==> config.mk <==
export PLATFORM = sky130hd
export DESIGN_NAME = mrof_ctrl
export DESIGN_NICKNAME = d
export VERILOG_FILES = /design/src/hw/rtl/mrof_pkg.sv /design/src/hw/rtl/mrof_ctrl.sv
export SDC_FILE = /design/constraint.sdc
export NUM_CORES = 1
export LEC_CHECK = 0
export BUFFER_PORTS_ARGS = -buffer_cell sky130_fd_sc_hd__buf_2
export CORE_MARGIN = 2
export CORE_UTILIZATION = 30
export DETAILED_ROUTE_END_ITERATION = 6
export PLACE_DENSITY = 0.58
export SYNTH_ARGS = -nofsm -noshare
export SYNTH_HDL_FRONTEND = slang
export SYNTH_SLANG_ARGS = --single-unit
==> constraint.sdc <==
create_clock -name clk -period 2.97 [get_ports clk]
set_clock_uncertainty 0.2 [all_clocks]
set_input_delay 0.297 -clock clk [delete_from_list [all_inputs] [get_ports clk]]
set_output_delay 0.297 -clock clk [all_outputs]
set_load 0.05 [all_outputs]
==> src/hw/rtl/mrof_pkg.sv <==
`timescale 1ns / 1ps
// ----------------------------------------------------------------------------
// mrof_pkg
// Shared types and constants of the multi-region object free list.
// ----------------------------------------------------------------------------
package mrof_pkg;

	localparam int MaxRegions  = 4;
	localparam int StackDepth  = 256;
	localparam int HeaderBytes = 48;

	localparam int AddrW = 64;
	localparam int SizeW = 21;

	typedef enum logic [1:0] {
		OP_ALLOC = 2'd0,
		OP_FREE  = 2'd1,
		OP_ADD   = 2'd2,
		OP_BAD   = 2'd3
	} op_t;

	typedef enum logic [2:0] {
		ST_OK      = 3'd0,
		ST_NONE    = 3'd1,
		ST_INVALID = 3'd2,
		ST_SMALL   = 3'd3,
		ST_FULL    = 3'd4,
		ST_STACK   = 3'd5
	} status_t;

	// controller to datapath commands
	typedef struct packed {
		logic load;      // capture request
		logic scan;      // evaluate region at scan position
		logic hdr_start; // start header remainder steps
		logic div_start;
		logic div_step;
		logic add_chk;   // register add checks
		logic commit;    // apply result to state
		logic stk_rd;    // stack read step; the stack RAM reads continuously
		logic fin;       // latch result
	} cmd_t;

	// datapath to controller status
	typedef struct packed {
		logic [1:0] op;
		logic       scan_done;
		logic       hit;
		logic       div_done;
	} sts_t;

endpackage

==> src/hw/rtl/mrof_ctrl.sv <==
`timescale 1ns / 1ps
// ----------------------------------------------------------------------------
// mrof_ctrl
// Sequencer: region scan, add-region division and result handoff.
// ----------------------------------------------------------------------------
module mrof_ctrl (
	input  logic           clk,
	input  logic           arst_n,
	input  logic           in_valid,
	output logic           in_ready,
	output logic           out_valid,
	input  logic           out_ready,
	input  mrof_pkg::sts_t sts,
	output mrof_pkg::cmd_t cmd
);
	typedef enum logic [8:0] {
		S_IDLE  = 9'b0_0000_0001,
		S_SCAN  = 9'b0_0000_0010,
		S_CHK   = 9'b0_0000_0100,
		S_DIV   = 9'b0_0000_1000,
		S_RD    = 9'b0_0001_0000,
		S_WAIT  = 9'b0_0010_0000,
		S_FIN   = 9'b0_0100_0000,
		S_OUT   = 9'b0_1000_0000,
		S_HDIV  = 9'b1_0000_0000
	} state_t;

	state_t state_q, state_d;

	assign in_ready  = (state_q == S_IDLE);
	assign out_valid = (state_q == S_OUT);

	always_comb begin
		state_d = state_q;
		cmd     = '0;
		unique case (state_q)
			S_IDLE: begin
				if (in_valid) begin
					cmd.load = 1'b1;
					state_d  = S_SCAN;
				end
			end
			S_SCAN: begin
				if (sts.op == mrof_pkg::OP_ADD) begin
					cmd.hdr_start = 1'b1;
					state_d       = S_HDIV;
				end else if (sts.op == mrof_pkg::OP_BAD) begin
					state_d = S_FIN;
				end else if (sts.hit || sts.scan_done) begin
					state_d = S_RD;
				end else begin
					cmd.scan = 1'b1;
				end
			end
			S_HDIV: begin
				cmd.div_step = 1'b1;
				if (sts.div_done) begin
					cmd.add_chk = 1'b1;
					state_d     = S_CHK;
				end
			end
			S_CHK: begin
				cmd.div_start = 1'b1;
				state_d       = S_DIV;
			end
			S_DIV: begin
				cmd.div_step = 1'b1;
				if (sts.div_done) begin
					state_d = S_FIN;
				end
			end
			S_RD: begin
				cmd.stk_rd = 1'b1;
				state_d    = S_WAIT;
			end
			S_WAIT: begin
				state_d = S_FIN;
			end
			S_FIN: begin
				cmd.fin    = 1'b1;
				cmd.commit = 1'b1;
				state_d    = S_OUT;
			end
			S_OUT: begin
				if (out_ready) begin
					state_d = S_IDLE;
				end
			end
			default: state_d = S_IDLE;
		endcase
	end

	always_ff @(posedge clk or negedge arst_n) begin
		if (!arst_n) begin
			state_q <= S_IDLE;
		end else begin
			state_q <= state_d;
		end
	end
endmodule

==> metrics.yaml, run 1 <==
floorplan:
  row_count: 16
  die_w_um: 49.6
  die-area_um2: 2460
  pin_count: 20
  core_um2: 1960
  dieHeight_um: 49.6
  initial_core_util: 0.318
hold_path:
  hold_path.class: "in2reg"
  worstHoldStart: "sts[4]"
synth:
  ys_ff_latch: 9
  synth_cell_type_count: 34
  yosys_warnings: 0
  yosysSeqAreaShare: 0.363
  synth-xor-area-share: 0.0561
  synthSimpleGateAreaFrac: 0.415
  syn_area_per_cell_um2: 8.92
  async_reset_ff_frac: 1.00
  synthMuxAreaShare: 0
  synthAdderAreaFrac: 0
  synth_edf_count: 0
  synth_top_area_share: 0.321
  synth_area_um2: 624
  synth_top_family_by_area: "simple AND/OR/NAND/NOR gates"
  synth.area.top_cells: "dfrtp_1 (32%), xor2_1 (5.6%), dfstp_2 (4.2%)"
  ys.flop_type: "dfrtp_1"
  yosysTopAreaCell: "dfrtp_1"
  syn-instance-count: 70
  syn_nets: 79
  synth_compound_area_frac: 0.124
routing:
  route.detailed.drc: 0
  routedWlPerCell_um: 12.6
  viasPerCell: 5.32
  drt_iter0_drc: 12
  antenna_left: 0
  drt_pass1_iterations: 4
  vias: 633
  wl_mm: 1.50
layout:
  final_nets: 102
  fillers: 215
  reg.largest.list: "state_q (9)"
  n_antenna_cell: 0
  largest_reg_flops: 9
  layout_common_cells: "buf_2 (19), dfrtp_1 (8), nor2_1 (7), nor3_1 (5), o21ai_0 (5)"
  area_delta_synth_final_pct: 23.4
  top_register: "state_q"
  final_common_cell: "buf_2"
  drive_above_1_share: 0.315
setup_path:
  arrival_ns: 1.90
  cpMaxStageDelayCell: "dfrtp_1"
  cp_cell_sequence: "nor4_4 > and2_2 > nand3_1 > nor2_1 > buf_2"
  worstSetupStartpointType: "register"
  crit_required_ns: 2.47
  critPathMaxFanout: 6
  critPathKind: "reg2out"
  startpoint: "state_q[5]$_DFFE_PN0P_"
  critPathCaptureType: "output port"
  cp_slowest_stage_delay_ns: 0.47
  reg2reg_from: "state_q[5]$_DFFE_PN0P_"
  crit_buf_inv: 1
  critPathTopFamily: "simple AND/OR/NAND/NOR gates"
sta:
  rsz0062_at_grt: "false"
  fin_ws_ns: 0.570
  final-setup-viol-count: 0
  fin_crit_ns: 2.40
  fmax_ghz: 0.417
  finalCritPeriodShare: 0.808
  slew_violations: 0
  fin_setup_tns_ns: 0
  slew_headroom: 0.705
  hold_viol: 0
  worst_pin_slew_ns: 0.438
placement:
  io_buffers: 19
  hpwl_mm: 1.14
  pre_cts_ws_ns: 0.850
  gp_congestion: 0.820
clock_network:
  h-tree-depth: 1
  cts_tree: "yes"
  clock_latency_ns: 0.26
  cts.root.buffer_cell: "clkbuf_4"
  cts_setup_buffers: 0
  cts_buffers: 3
  cts_num_sinks: 9
  cts_max_path_buffers: 2
  clk_pin_slew_ns: 0.06
pwr:
  p_per_area_nw_per_um2: 729
  irDropWorstVdd_v: 0.000367
  p_leak_nw: 0.413
flow_run:
  drv_cap: 0
global_route:
  grt_pass1_wl_mm: 2.57
  grt.total_usage: 0.135
  grt.met2_usage: 0.189
  grt_max_degree: 10
  busiest_layer: "met1"
  grt_overflow: 0
  use_met3: 0.0121
  grt_pass1_vias: 600
  antenna_found_initial: 0
  use_met1: 0.190
run_status:
  status: "complete, no violations"
area by class of cell:
cell class | count | area, um2 | share of cell area
Tap cell | 27 | 33.8 | 0.0438
Timing Repair Buffer | 20 | 105 | 0.136
Sequential cell | 9 | 226 | 0.294
Clock buffer | 4 | 26.3 | 0.0341
Inverter | 2 | 7.51 | 0.00974
Multi-Input combinational cell | 57 | 372 | 0.482
what timing repair did:
| action | 4_1_cts | 5_1_grt |
|---|---|---|
| hold buffers | 1 | 0 |
| gates resized for setup | 0 | 0 |
| endpoints found under the setup margin | 0 | 0 |
| hold endpoints to repair | 9 | 0 |
stage by stage:
step | std cells | util | area [um2] | hold WS (ns) | total power, mW
after detailed placement | 114 | 0.374 | 734 | -0.0366 | 0.465
after floorplan | 70 | - | 624 | -0.199 | 0.398
final | 119 | 0.393 | 771 | 0.0636 | 0.562
after global placement | 114 | 0.374 | 734 | -0.0368 | 0.464
after CTS | 119 | 0.393 | 771 | 0.0447 | 0.565
after global routing | 119 | 0.393 | 771 | 0.0471 | 0.605
cell usage after synthesis (2+ instances only):
cell type / n
nor3_1: 5
nand2_1: 2
and4_1: 3
nor2_1: 7
and3_1: 2
nand3_1: 4
nor2b_1: 3
xor2_1: 4
dfrtp_1: 8
inv_1: 2
nand4_1: 3
o21ai_0: 5
worst register-to-register path, cell delays in order, from the launching register on:
cell	delay, ns
dfrtp_1	0.47
nor4_4	0.46
nand2_2	0.14
or3_1	0.37
a311oi_1	0.27
path summary, 6_finish.rpt:
check                                               to  slack (ns)  cells past startpoint
max in group asynchronous       state_q[0]$_DFFE_PN1P_        2.10                      2
worst max-delay path                            cmd[6]        0.57                      5
worst min-delay path            state_q[4]$_DFFE_PN0P_        0.06                      2
worst min register to register  state_q[5]$_DFFE_PN0P_        0.48                      1
worst max register to register  state_q[0]$_DFFE_PN1P_        0.98                      4
min in group asynchronous       state_q[3]$_DFFE_PN0P_        0.22                      2
cell families (layout without fill, tap and decap cells):
group           count (synthesis)  after routing
xor+xnor                        4              4
flops                           9              9
buf+inv                         4             26
compound gates                 12             12
simple gates                   41             41
layer usage:
layer,vias to the layer above,wire [um],share of wire
met5,-,0,0
li1,306,-,-
met4,0,38,0.025
met3,4,112,0.075
met2,32,656,0.44
met1,291,696,0.46
where the power goes:
| group | switching (mW) | internal [mW] |
|---|---|---|
| Sequential | 0.0393 | 0.148 |
| Clock | 0.0438 | 0.0518 |
| Combinational | 0.183 | 0.0962 |
No activity file was read; power rests on OpenSTA's default activity.
==> inputs of run 2 (changes only) <==
--- a/config.mk
+++ b/config.mk
@@ -5,11 +5,12 @@
 export SDC_FILE = /design/constraint.sdc
 export NUM_CORES = 1
 export LEC_CHECK = 0
+export ABC_AREA = 1
 export BUFFER_PORTS_ARGS = -buffer_cell sky130_fd_sc_hd__buf_2
 export CORE_MARGIN = 2
 export CORE_UTILIZATION = 30
 export DETAILED_ROUTE_END_ITERATION = 6
-export PLACE_DENSITY = 0.58
+export PLACE_DENSITY = 0.59
 export SYNTH_ARGS = -nofsm -noshare
 export SYNTH_HDL_FRONTEND = slang
 export SYNTH_SLANG_ARGS = --single-unit
==> constraint.sdc (replaced) <==
create_clock -name clk -period 2.11 [get_ports clk]
set_clock_uncertainty 0.2 [all_clocks]
set_input_delay 0.211 -clock clk [delete_from_list [all_inputs] [get_ports clk]]
set_output_delay 0.211 -clock clk [all_outputs]
set_load 0.05 [all_outputs]
==> metrics.yaml, run 2 <==
run_status:
  status: "complete, no violations"
layout:
  n_antenna_cell: 0
  area_delta_synth_final_pct: 28.1
  final_nets: 151
  reg.largest.list: "state_q (9)"
  seq_area_um2: 228
  drive_above_1_share: 0.312
  multi_input_area_um2: 407
  fillers: 245
  largest_reg_flops: 9
  top_register: "state_q"
  final_cell_area_um2: 925
  layout_common_cells: "inv_1 (24), nand2_1 (24), nor2_1 (23), buf_2 (14), nand3_1 (10)"
clock_network:
  h-tree-depth: 1
  cts_max_path_buffers: 2
  clk_pin_slew_ns: 0.06
  cts_num_sinks: 9
  cts.root.buffer_cell: "clkbuf_4"
  cts_buffers: 3
  cts_tree: "yes"
  clock_latency_ns: 0.27
sta:
  finalCritPeriodShare: 0.956
  slew_headroom: 0.834
  rsz0062_at_grt: "true"
  final-setup-viol-count: 0
  fin_ws_ns: 0.0933
  fmax_ghz: 0.496
  hold_viol: 0
  whs_ns: 0.0164
  slew_violations: 0
  worst_pin_slew_ns: 0.251
  fin_crit_ns: 2.02
  fin_setup_tns_ns: 0
synth:
  yosysTopAreaCell: "dfrtp_1"
  syn_nets: 126
  yosysSeqAreaShare: 0.314
  ys_top_cells_by_count: "nor2_1 (25), inv_1 (24), nand2_1 (24)"
  syn-instance-count: 117
  synth_edf_count: 0
  synth_top_area_share: 0.277
  synth.area.top_cells: "dfrtp_1 (28%), nor2_1 (13%), inv_1 (12%)"
  ys_ff_latch: 9
  syn_area_per_cell_um2: 6.17
  ys.flop_type: "dfrtp_1"
  async_reset_ff_frac: 1.00
  yosys_warnings: 0
  yosysMostFrequentCell: "nor2_1"
  synth_area_um2: 722
  synth_cell_type_count: 17
global_route:
  grt.total_usage: 0.145
  grt_pass1_wl_mm: 2.93
  use_met1: 0.187
  grt.met2_usage: 0.235
  grt_max_degree: 10
  grt_pass1_vias: 703
  busiest_layer: "met2"
  use_met3: 0.0169
  grt_overflow: 0
  antenna_found_initial: 0
routing:
  viasPerCell: 4.52
  vias: 764
  routedWlPerCell_um: 10.2
  drt_pass1_iterations: 4
  antenna_left: 0
  drt_iter0_drc: 15
  route.detailed.drc: 0
  wl_mm: 1.73
setup_path:
  cp_cell_sequence: "nor2_4 > nand2_1 > nor2_2 > nand2_2 > nor2_2 > inv_1 > nor2_1 > buf_6"
  critPathKind: "reg2out"
  ff2ff_path_depth: 9
  cp_slowest_stage_delay_ns: 0.44
  path_depth: 8
  cpMaxStageDelayCell: "dfrtp_2"
  worstSetupStartpointType: "register"
  critPathCaptureType: "output port"
  rrSetupSlack_ns: 0.47
  critPathTopFamily: "simple AND/OR/NAND/NOR gates"
  crit_buf_inv: 2
  crit_required_ns: 1.70
  cpMostUsedCell: "nor2_2"
  critPathMaxFanout: 4
  arrival_ns: 1.61
placement:
  gp_congestion: 0.891
  pre_cts_ws_ns: 0.331
  hpwl_mm: 1.42
  place_area_um2: 858
  io_buffers: 19
hold_path:
  hold_depth: 4
  hold_path.class: "in2reg"
pwr:
  power_uw: 924
  p_per_area_nw_per_um2: 999
  combinationalPowerShare: 0.579
  p_int_uw: 444
  pwr-share-clk: 0.153
  irDropWorstVdd_v: 0.000733
  seqPwrFrac: 0.268
  p_leak_nw: 0.579
  p_sw_uw: 480
  swShare: 0.519
flow_run:
  drv_cap: 0
floorplan:
  initial_core_util: 0.323
  core_um2: 2230
  pin_count: 20
  die_w_um: 53.1
  row_count: 17
  die-area_um2: 2810
  dieHeight_um: 53.1
run 2: changes by cell type after synthesis, sizes merged, moves of 4 or more:
cell   previous run  this run
inv               2        26
nand2             3        29
nand3             4        11
nor2              7        34
nor3              6         0
o21ai             6         2
xor2              4         0
run 2: layout make-up:
cell class	instances	share of cell area
Clock buffer	4	0.0284
Inverter	26	0.106
Multi-Input combinational cell	81	0.440
Sequential cell	9	0.246
Tap cell	28	0.0379
Timing Repair Buffer	21	0.142
run 2: final timing paths:
kind                                           to              startpoint
setup reg to reg           state_q[3]$_DFFE_PN0P_  state_q[0]$_DFFE_PN1P_
min in group asynchronous  state_q[1]$_DFFE_PN0P_                  arst_n
hold / removal             state_q[4]$_DFFE_PN0P_                  sts[4]
setup / recovery                           cmd[6]  state_q[6]$_DFFE_PN0P_
max in group asynchronous  state_q[0]$_DFFE_PN1P_                  arst_n
hold reg to reg            state_q[3]$_DFFE_PN0P_  state_q[3]$_DFFE_PN0P_
run 2: repair_timing:
item,in CTS,in global routing
gates resized for setup,0,10
setup endpoints to repair,0,5
hold buffers,2,0
hold endpoints to repair,10,0
setup buffers,0,0
run 2: cells by family after synthesis:
logic type,Yosys count,share of synthesized area
AOI/OAI and AO/OA,4,0.0277
and+or+nand+nor,77,0.513
DFF,9,0.314
buffers and inverters,27,0.146
run 2: per-stage QoR:
step	instances	util
finish	169	0.414
global route	169	0.414
CTS	169	0.405
detailed placement	163	0.384
global placement	163	0.384
floorplan	117	-
run 2: power groups by stage:
stage / combinational (mW) / sequential [mW] / clock (mW)
2_1_floorplan: 0.426 / 0.244 / 0
3_3_place_gp: 0.522 / 0.249 / 0
3_5_place_dp: 0.525 / 0.250 / 0
4_1_cts: 0.530 / 0.247 / 0.142
5_1_grt: 0.593 / 0.252 / 0.155
6_report: 0.535 / 0.248 / 0.141
run 2: per-layer routing:
layer,part of all wire,vias up
met1,0.47,339
met2,0.47,23
met5,0,-
met3,0.046,4
met4,0.013,0
li1,-,398
run 2: tightest hold or removal path, cell delays in order:
cell and delay [ns]:
buf_2 0.11, nor2_4 0.04, inv_1 0.04, nor2_1 0.04
